`src/rtl/assert_macros.svh`:
```
// ----------------------------------------------------------------------------
// assert_macros.svh
// Assertion helpers shared by the deframer modules.
// ----------------------------------------------------------------------------
`ifndef ASSERT_MACROS_SVH
`define ASSERT_MACROS_SVH

// Same-cycle implication, disabled while in reset.
`define ASSERT_IMPL(label, clk, rst_n, ante, cons, msg) \
  label: assert property (@(posedge clk) disable iff (!rst_n) (ante) |-> (cons)) \
    else $error(msg);

// Next-cycle implication, disabled while in reset.
`define ASSERT_NEXT(label, clk, rst_n, ante, cons, msg) \
  label: assert property (@(posedge clk) disable iff (!rst_n) (ante) |=> (cons)) \
    else $error(msg);

`endif

```
`src/rtl/sfd_pkg.sv`:
```
// ----------------------------------------------------------------------------
// sfd_pkg
// Types and constants shared by the frame deframer controller and datapath.
// ----------------------------------------------------------------------------
package sfd_pkg;

  localparam int BYTE_W      = 8;
  localparam int FRAME_LEN_W = 7;
  localparam int POS_W       = 6;

  // start byte value after reset
  localparam logic [BYTE_W-1:0] START_RESET = 8'hAA;

  // controller states: parse phases, then replay
  typedef enum logic [2:0] {
    ST_START,
    ST_TYPE,
    ST_ID,
    ST_LEN,
    ST_PAYLOAD,
    ST_CHECK,
    ST_READ,
    ST_SHOW
  } sfd_state_t;

  // controller -> datapath commands
  typedef struct packed {
    logic start_frame;   // start byte taken: seed checksum
    logic load_type;     // type byte taken
    logic load_id;       // id byte taken
    logic load_len;      // length byte taken, clear fill count
    logic load_payload;  // payload byte taken
    logic replay_clr;    // good frame: rewind replay index
    logic replay_read;   // read store at replay index
    logic replay_next;   // result taken: advance replay index
    logic show;          // result on the output port
  } sfd_cmd_t;

  // datapath -> controller status
  typedef struct packed {
    logic is_start;      // incoming byte equals start value
    logic len_zero;      // incoming length byte is zero
    logic fill_done;     // this payload byte is the last one
    logic check_ok;      // checksum matches and length fits
    logic len_empty;     // held length is zero
    logic replay_last;   // current result is the last of the frame
  } sfd_status_t;

endpackage

```
`src/rtl/sfd_ram.sv`:
```
// ----------------------------------------------------------------------------
// sfd_ram
// Generic simple dual-port RAM, one write port, one registered read port.
// ----------------------------------------------------------------------------
module sfd_ram #(
  parameter int WIDTH = 8,
  parameter int DEPTH = 64,
  parameter int AW    = (DEPTH > 1) ? $clog2(DEPTH) : 1
) (
  input  logic             clk,
  input  logic             we,
  input  logic [AW-1:0]    waddr,
  input  logic [WIDTH-1:0] wdata,
  input  logic             re,
  input  logic [AW-1:0]    raddr,
  output logic [WIDTH-1:0] rdata
);

  logic [WIDTH-1:0] mem_r [DEPTH];
  logic [WIDTH-1:0] rdata_r;

  // write port
  always_ff @(posedge clk) begin
    if (we) begin
      mem_r[waddr] <= wdata;
    end
  end

  // registered read, holds when not reading
  always_ff @(posedge clk) begin
    if (re) begin
      rdata_r <= mem_r[raddr];
    end
  end

  assign rdata = rdata_r;

endmodule

```
`src/rtl/sfd_datapath.sv`:
```
// ----------------------------------------------------------------------------
// sfd_datapath
// Checksum, header registers, payload store and replay index.
// ----------------------------------------------------------------------------
`include "assert_macros.svh"

module sfd_datapath #(
  parameter int MAX_PAYLOAD = 64
) (
  input  logic                            clk,
  input  logic                            rst_n,
  input  logic                            cfg_we,
  input  logic [sfd_pkg::BYTE_W-1:0]      cfg_wdata,
  input  logic [sfd_pkg::BYTE_W-1:0]      in_rx_byte,
  input  sfd_pkg::sfd_cmd_t               cmd,
  output sfd_pkg::sfd_status_t            status,
  output logic [sfd_pkg::BYTE_W-1:0]      out_frame_type,
  output logic [sfd_pkg::BYTE_W-1:0]      out_frame_id,
  output logic [sfd_pkg::FRAME_LEN_W-1:0] out_frame_length,
  output logic [sfd_pkg::POS_W-1:0]       out_byte_position,
  output logic [sfd_pkg::BYTE_W-1:0]      out_payload_value,
  output logic                            out_last
);
  import sfd_pkg::*;

  localparam int AW = (MAX_PAYLOAD > 1) ? $clog2(MAX_PAYLOAD) : 1;
  localparam logic [BYTE_W-1:0] CAP = BYTE_W'(MAX_PAYLOAD);

  logic [BYTE_W-1:0] start_value_r;
  logic [BYTE_W-1:0] sum_r, sum_nxt;
  logic [BYTE_W-1:0] type_r;
  logic [BYTE_W-1:0] id_r;
  logic [BYTE_W-1:0] len_r;
  logic [BYTE_W-1:0] fill_r, fill_nxt;
  logic [AW-1:0]     idx_r, idx_nxt;
  logic              store_we;
  logic [BYTE_W-1:0] ram_rdata;

  // configuration register
  always_ff @(posedge clk) begin
    if (!rst_n) begin
      start_value_r <= START_RESET;
    end else if (cfg_we) begin
      start_value_r <= cfg_wdata;
    end
  end

  // running checksum and saturating fill count
  always_comb begin
    sum_nxt = sum_r;
    if (cmd.start_frame) begin
      sum_nxt = in_rx_byte;
    end else if (cmd.load_type || cmd.load_id || cmd.load_len || cmd.load_payload) begin
      sum_nxt = sum_r + in_rx_byte;
    end
    fill_nxt = (fill_r == '1) ? fill_r : fill_r + 1'b1;
  end

  always_ff @(posedge clk) begin
    if (!rst_n) begin
      sum_r  <= '0;
      type_r <= '0;
      id_r   <= '0;
      len_r  <= '0;
      fill_r <= '0;
    end else begin
      sum_r <= sum_nxt;
      if (cmd.load_type) begin
        type_r <= in_rx_byte;
      end
      if (cmd.load_id) begin
        id_r <= in_rx_byte;
      end
      if (cmd.load_len) begin
        len_r  <= in_rx_byte;
        fill_r <= '0;
      end else if (cmd.load_payload) begin
        fill_r <= fill_nxt;
      end
    end
  end

  // payload store, bytes beyond capacity are dropped
  assign store_we = cmd.load_payload && (fill_r < CAP);

  sfd_ram #(
    .WIDTH (BYTE_W),
    .DEPTH (MAX_PAYLOAD),
    .AW    (AW)
  ) u_store (
    .clk   (clk),
    .we    (store_we),
    .waddr (fill_r[AW-1:0]),
    .wdata (in_rx_byte),
    .re    (cmd.replay_read),
    .raddr (idx_r),
    .rdata (ram_rdata)
  );

  // replay index
  always_comb begin
    idx_nxt = idx_r;
    if (cmd.replay_clr) begin
      idx_nxt = '0;
    end else if (cmd.replay_next) begin
      idx_nxt = idx_r + 1'b1;
    end
  end

  always_ff @(posedge clk) begin
    if (!rst_n) begin
      idx_r <= '0;
    end else begin
      idx_r <= idx_nxt;
    end
  end

  // status to controller
  always_comb begin
    status.is_start    = (in_rx_byte == start_value_r);
    status.len_zero    = (in_rx_byte == '0);
    status.fill_done   = (fill_nxt >= len_r);
    status.check_ok    = (sum_r == in_rx_byte) && (len_r <= CAP);
    status.len_empty   = (len_r == '0);
    status.replay_last = (len_r == '0) || ((BYTE_W'(idx_r) + 1'b1) == len_r);
  end

  // result fields
  assign out_frame_type    = type_r;
  assign out_frame_id      = id_r;
  assign out_frame_length  = len_r[FRAME_LEN_W-1:0];
  assign out_byte_position = POS_W'(idx_r);
  assign out_payload_value = (len_r == '0) ? '0 : ram_rdata;
  assign out_last          = status.replay_last;

  // a shown result always lies inside the frame
  `ASSERT_IMPL(a_idx_in_frame, clk, rst_n, cmd.show,
               len_r == '0 || BYTE_W'(idx_r) < len_r, "replay index past frame length")
  // a write never lands beyond the store
  `ASSERT_IMPL(a_store_bound, clk, rst_n, store_we,
               fill_r < CAP, "payload store write beyond capacity")

endmodule

```
`src/rtl/sfd_ctrl.sv`:
```
// ----------------------------------------------------------------------------
// sfd_ctrl
// Frame parse and replay state machine.
// ----------------------------------------------------------------------------
`include "assert_macros.svh"

module sfd_ctrl (
  input  logic                 clk,
  input  logic                 rst_n,
  input  logic                 in_valid,
  output logic                 in_stall,
  output logic                 out_valid,
  input  logic                 out_stall,
  input  sfd_pkg::sfd_status_t status,
  output sfd_pkg::sfd_cmd_t    cmd
);
  import sfd_pkg::*;

  sfd_state_t state_r, state_nxt;
  logic       in_fire;
  logic       out_fire;

  always_ff @(posedge clk) begin
    if (!rst_n) begin
      state_r <= ST_START;
    end else begin
      state_r <= state_nxt;
    end
  end

  // bytes are taken only in parse states
  assign in_stall  = !(state_r inside {ST_START, ST_TYPE, ST_ID, ST_LEN, ST_PAYLOAD, ST_CHECK});
  assign out_valid = (state_r == ST_SHOW);
  assign in_fire   = in_valid && !in_stall;
  assign out_fire  = out_valid && !out_stall;

  // next state and commands
  always_comb begin
    state_nxt = state_r;
    cmd       = '0;
    cmd.show  = (state_r == ST_SHOW);
    case (state_r)
      ST_START: begin
        if (in_fire && status.is_start) begin
          cmd.start_frame = 1'b1;
          state_nxt       = ST_TYPE;
        end
      end
      ST_TYPE: begin
        if (in_fire) begin
          cmd.load_type = 1'b1;
          state_nxt     = ST_ID;
        end
      end
      ST_ID: begin
        if (in_fire) begin
          cmd.load_id = 1'b1;
          state_nxt   = ST_LEN;
        end
      end
      ST_LEN: begin
        if (in_fire) begin
          cmd.load_len = 1'b1;
          state_nxt    = status.len_zero ? ST_CHECK : ST_PAYLOAD;
        end
      end
      ST_PAYLOAD: begin
        if (in_fire) begin
          cmd.load_payload = 1'b1;
          if (status.fill_done) begin
            state_nxt = ST_CHECK;
          end
        end
      end
      ST_CHECK: begin
        if (in_fire) begin
          if (status.check_ok) begin
            cmd.replay_clr = 1'b1;
            state_nxt      = status.len_empty ? ST_SHOW : ST_READ;
          end else begin
            state_nxt = ST_START;
          end
        end
      end
      ST_READ: begin
        cmd.replay_read = 1'b1;
        state_nxt       = ST_SHOW;
      end
      ST_SHOW: begin
        if (out_fire) begin
          if (status.replay_last) begin
            state_nxt = ST_START;
          end else begin
            cmd.replay_next = 1'b1;
            state_nxt       = ST_READ;
          end
        end
      end
      default: begin
        state_nxt = ST_START;
      end
    endcase
  end

  // input and output never open together
  `ASSERT_IMPL(a_one_side, clk, rst_n, out_valid, in_stall, "input open during replay")
  // a bad frame goes back to hunting
  `ASSERT_NEXT(a_bad_drop, clk, rst_n, state_r == ST_CHECK && in_fire && !status.check_ok,
               state_r == ST_START, "bad frame not dropped")
  // a taken non-final result fetches the next byte
  `ASSERT_NEXT(a_replay_step, clk, rst_n, out_fire && !status.replay_last,
               state_r == ST_READ, "replay did not advance")

endmodule

```
`src/rtl/serial_frame_deframer_sum8.sv`:
```
// Timing: the first result of a good frame follows its checksum byte through ST_READ
// (payload store read) and then ST_SHOW; an empty frame goes straight to ST_SHOW.
// Throughput: one byte per cycle while parsing; during replay each result needs
// a read of the payload store's registered read port first. Input stalls in replay.
// Reset (rst_n low, synchronous): hunting for a start byte, start value 0xAA.
// ----------------------------------------------------------------------------
// serial_frame_deframer_sum8
// Byte-stream frame parser with an 8-bit additive checksum; replays good frames.
// ----------------------------------------------------------------------------
module serial_frame_deframer_sum8 #(
  parameter int MAX_PAYLOAD = 64
) (
  input  logic                            clk,
  input  logic                            rst_n,
  input  logic                            cfg_we,
  input  logic [sfd_pkg::BYTE_W-1:0]      cfg_wdata,
  input  logic                            in_valid,
  output logic                            in_stall,
  input  logic [sfd_pkg::BYTE_W-1:0]      in_rx_byte,
  output logic                            out_valid,
  input  logic                            out_stall,
  output logic [sfd_pkg::BYTE_W-1:0]      out_frame_type,
  output logic [sfd_pkg::BYTE_W-1:0]      out_frame_id,
  output logic [sfd_pkg::FRAME_LEN_W-1:0] out_frame_length,
  output logic [sfd_pkg::POS_W-1:0]       out_byte_position,
  output logic [sfd_pkg::BYTE_W-1:0]      out_payload_value,
  output logic                            out_last
);
  import sfd_pkg::*;

  sfd_cmd_t    cmd;
  sfd_status_t status;

  // state machine
  sfd_ctrl u_ctrl (
    .clk       (clk),
    .rst_n     (rst_n),
    .in_valid  (in_valid),
    .in_stall  (in_stall),
    .out_valid (out_valid),
    .out_stall (out_stall),
    .status    (status),
    .cmd       (cmd)
  );

  // checksum, header, store, replay
  sfd_datapath #(
    .MAX_PAYLOAD (MAX_PAYLOAD)
  ) u_dp (
    .clk               (clk),
    .rst_n             (rst_n),
    .cfg_we            (cfg_we),
    .cfg_wdata         (cfg_wdata),
    .in_rx_byte        (in_rx_byte),
    .cmd               (cmd),
    .status            (status),
    .out_frame_type    (out_frame_type),
    .out_frame_id      (out_frame_id),
    .out_frame_length  (out_frame_length),
    .out_byte_position (out_byte_position),
    .out_payload_value (out_payload_value),
    .out_last          (out_last)
  );

endmodule

```
`config.mk`:
```
export PLATFORM = sky130hd
export DESIGN_NAME = serial_frame_deframer_sum8
export DESIGN_NICKNAME = d
export VERILOG_FILES = /design/src/rtl/sfd_pkg.sv /design/src/rtl/sfd_ram.sv /design/src/rtl/sfd_datapath.sv /design/src/rtl/sfd_ctrl.sv /design/src/rtl/serial_frame_deframer_sum8.sv
export VERILOG_INCLUDE_DIRS = /design/src /design/src/rtl
export SDC_FILE = /design/constraint.sdc
export NUM_CORES = 1
export LEC_CHECK = 0
export BUFFER_PORTS_ARGS = -buffer_cell sky130_fd_sc_hd__buf_2
export CAP_MARGIN = 10
export CORE_MARGIN = 1.5
export CORE_UTILIZATION = 45
export DETAILED_ROUTE_END_ITERATION = 12
export PLACE_DENSITY = 0.71
export SLEW_MARGIN = 20
export SYNTH_ARGS = -nofsm -noshare
export SYNTH_HDL_FRONTEND = slang
export SYNTH_SLANG_ARGS = --single-unit
```
`constraint.sdc`:
```
create_clock -name clk -period 4.4 [get_ports clk]
set_input_delay 0.88 -clock clk [delete_from_list [all_inputs] [get_ports clk]]
set_output_delay 0.88 -clock clk [all_outputs]
set_load 0.01 [all_outputs]
```
### After elaboration in Yosys (flattened, before gate mapping)

Memories as Yosys holds them, arrays and structs flattened. A register that Yosys moved wholly into a read port is not among the register bits.
Cells that the tools add are included.

* output and inout port bits: 40
* register bits: 57
* logic and storage cells: 88
* memories: 1
* RAM bits: 512

Memories
* u_dp.u_store.mem_r: words 64, bits a word 8, read ports 1, clocked after memory_dff 1, wr ports 1, RTL line sfd_ram.sv:19 `logic [WIDTH-1:0] mem_r [DEPTH];`

* $lt $le $gt $ge: 3
* equality and inequality tests: 19
* muxes and demuxes: 33
* reductions and logical operators: 19
* $add $sub $neg: 4
* bitwise logic cells: 1

Operators with widths (count)
* $mux 8: 4
* $mux 3: 10
* $eq 8x8->1: 3
* $pmux 3 s8: 1
* $mux 1: 18
* $logic_not 8->1: 2
* $eq 3x3->1 const B: 4
* $ne 2x1->1 const B: 5
* $add 8x1->8 const B: 1
* $add 8x8->8: 1
* $eq 8x8->1 const B: 1
* $ge 8x8->1: 1
* $le 8x7->1 const B: 1
* $lt 8x7->1 const B: 1
* $reduce_and 8->1: 1
* $add 6x1->7 const B: 1
* $add 6x1->6 const B: 1
* $eq 3x2->1 const B: 2
* $ne 2x2->1 const B: 3
* $reduce_bool 6->1: 1
* $logic_and 1x1->1: 5
* $logic_or 1x1->1: 4
* $reduce_or 2->1: 2
* $eq 3x1->1 const B: 1
* 4 further kinds: 5

### Logic depth before layout (Yosys ltp)

Gate-level depths: netlist (run 1).

* depth in word-level cells: 10
* gate-level depth with buffers: 14
* gate-level depth less buffers: 13

### Cells and area by module

From an unflattened synthesis (run 1), not the netlist that was laid out.

* cells, all modules: 1365
* area, all modules: 23889.2 um^2

By module, submodules not included
* sfd_ram: area each 20246.9 um^2, times used 1, cells an instance 940
* sfd_datapath: area each 3285.7 um^2, times used 1, cells an instance 376
* sfd_ctrl: area each 356.6 um^2, times used 1, cells an instance 49

### Worst setup path after synthesis (run 1)

No wires, ideal clock.

* path type: reg-to-reg
* from: reg u_dp.fill_r[0]
* to: reg u_ctrl.state_r[1]
* data required time: 4.261 ns
* stages on the path, launching flop included: 15
* arrival: 3.026 ns
* setup time: 0.139 ns
* setup slack: 1.235 ns
* cell sequence: dfxtp_1 > ha_1 > and2_1 > clkbuf_1 > nand4_1 > and4_1 > nand3_1 > xnor2_1 > ha_1 > nand3_1 > or2_2 > o311ai_0 > o311ai_1 > a2111oi_0 > a211oi_1

* cells in the longest elaborated chain, start to end: 5
* elaborated cells on any way between the ends: 6

RTL lines
* from (decl): RTL line sfd_datapath.sv:34 `logic [BYTE_W-1:0] fill_r, fill_nxt;`
* from (signal assigned): RTL line sfd_datapath.sv:78 `fill_r <= fill_nxt;`
* $add 8x1->8 / $eq 8x8->1 (equally long branches): RTL line sfd_datapath.sv:56 `fill_nxt = (fill_r == '1) ? fill_r : fill_r + 1'b1;`
* $mux 8 (*): RTL line sfd_datapath.sv:56
* net u_dp.fill_nxt[5]: RTL line sfd_datapath.sv:34
* $ge 8x8->1 (*): RTL line sfd_datapath.sv:122 `status.fill_done = (fill_nxt >= len_r);`
* $ne 2x2->1 (no line) (*)
* $reduce_and 8->1 (no line) (*)
* to (signal assigned): RTL line sfd_ctrl.sv:27 `state_r <= state_nxt;`
* to (decl): RTL line sfd_ctrl.sv:19 `sfd_state_t state_r, state_nxt;`

The timed path passes the listed nets; every way through them passes the cells marked *.
A chain may end at the register's enable or synchronous reset.

### Worst setup path after layout (run 1)

* from: reg u_dp.fill_r[1]
* to: reg u_ctrl.state_r[1]

Same word-level chain as after synthesis.

==> run metrics, run 1 <==
maxcap violations=0; post-synth top area cell=edfxtp_1; CP max stage delay=510 ps; share of cells above drive strength 1=0.250; All-Layer GR Usage=0.205; initial antenna violation count=5; Tmin final=3640 ps; GPL Wtd Cong=0.829; final worst-path cycle share=0.827; via density per instance=5.95; number of global-route vias before repair=12100; Clock Tree Buf Depth=3; io pins=61; # H-tree levels=2; number of setup violations in the final report=0; CP cell instances=ha_1, and2_1, nand4_1, and4_1, nand3_1, xnor2_1, ha_1, nand3_1, or2_2, o311ai_0, o311ai_1, a2111oi_0, a211oi_1; status=completed; Congestion Overflow GR=0; final count of hold timing violations=0; leakage=0.00824 µW; layout filler cell count=4043; clock buffer count from CTS=55; HPWL after DPL=32.6 mm; Seq/Total Area, Yosys=0.716; Port Buf Inserts=60; first-pass GRT wire length=80.6 mm; critical path startpoint=u_dp.fill_r[1]; total number of vias=12200; peak supply drop=0.311 mV; CTS tree=built; Finished Cell Area=26300 µm²; RSZ-0062 raised after global routing=no; largest cells by area after synthesis=edfxtp_1, mux4_2, dfxtp_1; floorplan die height=231 µm; ys flop type=edfxtp_1; # diodes=0; Buf/Inv on CP=0; row cnt=83; final wirelength=53.2 mm; worst skew pair latency=630 ps; PD cells=423 nW/µm²; number of distinct library cells after synthesis=57; die width=231 µm; critical path peak fanout=10; drt wl/cell=25.9 µm; top post-synthesis cells by count=edfxtp_1, mux4_2, nor2_1, nand2_1, dfxtp_1; TritonRoute pass-1 iters=5; Crit-path slowest cell=dfxtp_1; syn nets=1300; reg2reg start=u_dp.fill_r[1]; Starting DRT DRC Count=1347; synthesized cell area=23400 µm²; fmax=275 MHz; antenna viol nets, final=0; Post-CTS Setup Bufs=0; Top delay family on crit path=simple AND/OR/NAND/NOR gates; Crit. End Element=flip-flop; Avg Cell Area, Syn=18.6 µm²; Yosys reg bits=577; crit path DAT=4130 ps; type of the worst setup path=flip-flop to flip-flop; Clock Sinks=577; Post-DP Area=24400 µm²; core footprint=51300 µm²; HP Start=u_dp.out_frame_id[5]; hold_buf cts=0; Slew Viols, Final=0; Initial Util=0.456; cts repair resizes=0; top-count cell post-synth=edfxtp_1; CP required=4890 ps; DIE AREA=53400 µm²; pin count of the biggest net entering global routing=78; slew margin rel.=0.308; clk root buf=clkbuf_16; worst hold margin=463 ps; Worst-path clk slew=60 ps; TNS Setup=0 ps; Pwr Total=11200 µW; number of flops mapped to enable cells by yosys=520; DR DRC count=0; Post-synth ARST share=0; Post-Syn Instances=1261; worst-margin pin slew=1030 ps; startpoint types=flip-flop; worst min-delay path class=flip-flop to flip-flop; P&R area growth vs syn=12.6%; Yosys Warn Count=0; Synth top area share=0.667; fin nets=1368; Clock Skew=28.0 ps
[layout by cell type (no fill, tap or decap), types with 17 or more instances in the layout]
cell type,instances
edfxtp_1,520
buf_2,60
clkbuf_16,55
dfxtp_1,53
ha_1,17
xnor2_1,19
buf_4,22
nand2_1,74
a22oi_1,20
mux4_2,160
a21oi_1,32
nor2_1,105
mux2i_1,24
[report_power, final]
part | leakage (µW) | switching [µW] | total [µW] | internal (µW)
sequential | 0.00513 | 3.77 | 5970 | 5970
combinational | 0.00217 | 136 | 169 | 32.3
clock | 0.000934 | 2080 | 5010 | 2940
[state kept, by name (all words and copies together), names as in the netlist]
name and flops:
u_ctrl.state_r 3, u_dp.fill_r 8, u_dp.len_r 8, u_dp.out_byte_position 6, u_dp.out_frame_id 8, u_dp.out_frame_type 8
u_dp.start_value_r 8, u_dp.sum_r 8, u_dp.u_store.mem_r 512, u_dp.u_store.rdata 8
[through the flow]
| step | util | std cells | setup WS (ps) |
|---|---|---|---|
| 2_1_floorplan | - | 1261 | 1240 |
| 3_3_place_gp | 0.476 | 1952 | 1040 |
| 3_5_place_dp | 0.476 | 1952 | 842 |
| 4_1_cts | 0.514 | 2054 | 749 |
| 5_1_grt | 0.514 | 2054 | 325 |
| 6_report | 0.514 | 2054 | 763 |
[cell type report]
class,count,area [µm²],area share
Sequential cell,577,16800,0.636
Multi-Input combinational cell,593,6220,0.236
Clock buffer,65,1430,0.0544
Tap cell,680,851,0.0323
Timing Repair Buffer,85,526,0.0199
Clock inverter,37,492,0.0187
Inverter,17,63.8,0.00242
[cells by family (layout without fill, tap and decap cells)]
family,count (synthesis),after routing,synth area share
simple gates,271,271,0.0543
flops,577,577,0.716
xor+xnor,28,28,0.0105
fa+ha+maj,18,18,0.00995
buf+inv,91,204,0.0183
compound gates,91,91,0.0260
mux,185,185,0.165
[worst paths after layout]
kind	slack (ps)	depth (start not counted)	end
worst max register to register	760	13	u_ctrl.state_r[1]
worst max-delay path	760	13	u_ctrl.state_r[1]
worst min register to register	460	2	u_dp.out_frame_id[5]
worst min-delay path	460	2	u_dp.out_frame_id[5]
[metal layers]
metal,share of wire,wire length (µm),GRT usage,vias to the layer above
li1,-,-,-,5200
met1,0.43,22600,0.305,6353
met2,0.46,24700,0.313,601
met3,0.095,5040,0.0455,70
met4,0.017,897,0.0425,2
met5,0.00024,13,0,-
[worst reg2reg max path: cells and delay by family (launching register included)]
| kind | cells | cell delay (ps) |
|---|---|---|
| AOI/OAI and AO/OA | 4 | 950 |
| xor gates and xnor gates | 1 | 90 |
| adders and majority gates | 2 | 560 |
| DFF | 1 | 510 |
| and+or+nand+nor | 6 | 1420 |
(Power assumes the default switching activity.)
==> run 2: changes to the inputs <==
Settings changed: PLACE_DENSITY 0.71 to 0.73.
Clock period 4.4 ns to 2.9 ns, I/O delays scaled along.
==> run 2 against run 1 <==
Against the previous run: non-clock buffer count rose by 107; first-iteration DRC count shrank 8.8%; combinational power rose by 45%; flip-flop and latch count unchanged; largest power group unchanged.
==> run metrics, run 2 (synthesized netlist as in run 1, its figures left out) <==
via density per instance=5.76; final worst-path cycle share=0.977; most common cell after layout, fill and taps aside=edfxtp_1; PD cells=614 nW/µm²; max reg flops=512; worst-margin pin slew=911 ps; GPL Wtd Cong=0.843; Hold Crit Depth=3; CP cell instances=ha_4, o21ba_2, a221oi_2, a31oi_1, o31a_1, inv_1, buf_2; Buf/Inv on CP=2; placed cells=2051; clock buffer count from CTS=58; Port Buf Inserts=60; critical path startpoint=u_dp.out_byte_position[1]; fin nets=1478; Finished Cell Area=27300 µm²; Largest Register=u_dp.u_store.mem_r; # H-tree levels=2; critical path peak fanout=5; clk root buf=clkbuf_16; number of setup violations in the final report=0; r2r setup slk=140 ps; antenna viol nets, final=0; Clock Sinks=577; number of global-route vias before repair=12800; worst skew pair latency=640 ps; Slew Viols, Final=0; TritonRoute pass-1 iters=5; # diodes=0; CTS tree=built; row cnt=83; first-pass GRT wire length=80.7 mm; die width=231 µm; r2r endpoint=u_ctrl.state_r[0]; startpoint types=flip-flop; Post-DP Area=25300 µm²; CP max stage delay=390 ps; pin count of the biggest net entering global routing=72; Hold Crit Endpoint=u_dp.start_value_r[7]; Pwr Total=16800 µW; final wirelength=53.7 mm; hold_buf cts=0; CP required=2320 ps; Initial Util=0.456; final count of hold timing violations=0; Worst-path clk slew=60 ps; status=completed; Top delay family on crit path=compound AO/OA/AOI/OAI gates; DR DRC count=0; Starting DRT DRC Count=1228; met1 wire length=22.2 mm; Non-Filler Instances=2168; leakage=0.00884 µW; reg2reg start=u_dp.fill_r[1]; most frequent cells in the layout=edfxtp_1, mux4_2, buf_4, nor2_1, nand2_1; Crit. End Element=output port; routed wl met2=26.1 mm; peak supply drop=0.418 mV; DIE AREA=53400 µm²; crit path DAT=2250 ps; Met3 Wirelength=4.18 mm; core footprint=51300 µm²; Clock Skew=45.1 ps; type of the worst setup path=flip-flop to output port; Congestion Overflow GR=0; Clock Tree Buf Depth=3; reg2reg path depth=13; All-Layer GR Usage=0.204; HP Start=cfg_wdata[7]; drt wl/cell=24.7 µm; Tmin final=2830 ps; io pins=61; worst hold margin=188 ps; maxcap violations=0; worst min-delay path class=input port to flip-flop; highest metal used=met5; floorplan die height=231 µm; HPWL after DPL=32.6 mm; total number of vias=12500; fmax=353 MHz; share of cells above drive strength 1=0.311; initial antenna violation count=2; Crit-path slowest cell=dfxtp_4; slew margin rel.=0.391; P&R area growth vs syn=16.9%
## run 2: changes by cell type in the layout (fill, tap and decap cells not counted), sizes merged
| cell | before | now |
|---|---|---|
| buf | 85 | 191 |
| clkbuf | 65 | 72 |
| bufinv | 10 | 5 |
| clkinv | 21 | 25 |
| bufbuf | 0 | 1 |
| clkinvlp | 3 | 4 |
## run 2: repair_timing
action                                  in CTS  in global routing
gates cloned                                 1                  0
endpoints found under the setup margin       1                  3
gates resized for setup                      4                  5
setup buffers                                4                  3
pin swaps                                    1                  1
## run 2: layout make-up
type | count | area, µm²
repair buffers | 192 | 1440
well taps | 680 | 851
multi-input cells | 593 | 6270
inverters | 17 | 63.8
clock inverters | 37 | 379
clock buffers | 72 | 1570
flip-flops and latches | 577 | 16800
fillers | 3988 | 24000
## run 2: worst reg2reg max path, cell delays in order (launching register included)
cell and delay [ps]:
dfxtp_1 340, ha_4 170, and2_1 160, nand4_1 100, and4_4 250, nand3_2 80, xnor2_1 150, ha_1 190
a21o_1 170, a2111oi_1 390, o311ai_1 200, o311ai_2 150, mux2i_1 230, nor2_1 60
## run 2: power breakdown
group / internal [µW] / switching, µW / leakage [µW]
sequential: 9050 / 5.73 / 0.00514
combinational: 50.1 / 195 / 0.00276
clock: 4310 / 3190 / 0.000939
## run 2: worst max path at each step
stage,endpoint,slack [ps],cells past startpoint
final,out_last,70,7
after detailed placement,u_ctrl.state_r[1],40,13
after global routing,u_ctrl.state_r[0],-9,13
after floorplan,u_ctrl.state_r[1],1,14
after CTS,u_ctrl.state_r[1],4,13
after global placement,u_ctrl.state_r[1],130,13
## run 2: routing by layer
layer,vias to the layer above,track usage
met3,91,0.0395
met1,6462,0.285
met5,-,0
met4,2,0.0562
li1,5423,-
met2,504,0.330
## run 2: stage by stage
step                      worst slack, ps   util  setup TNS (ps)
after floorplan                      1.41      -               0
after global placement                130  0.492               0
after detailed placement             36.9  0.492               0
after CTS                            3.79  0.532               0
after global routing                -8.65  0.533           -8.65
final                                68.1  0.533               0
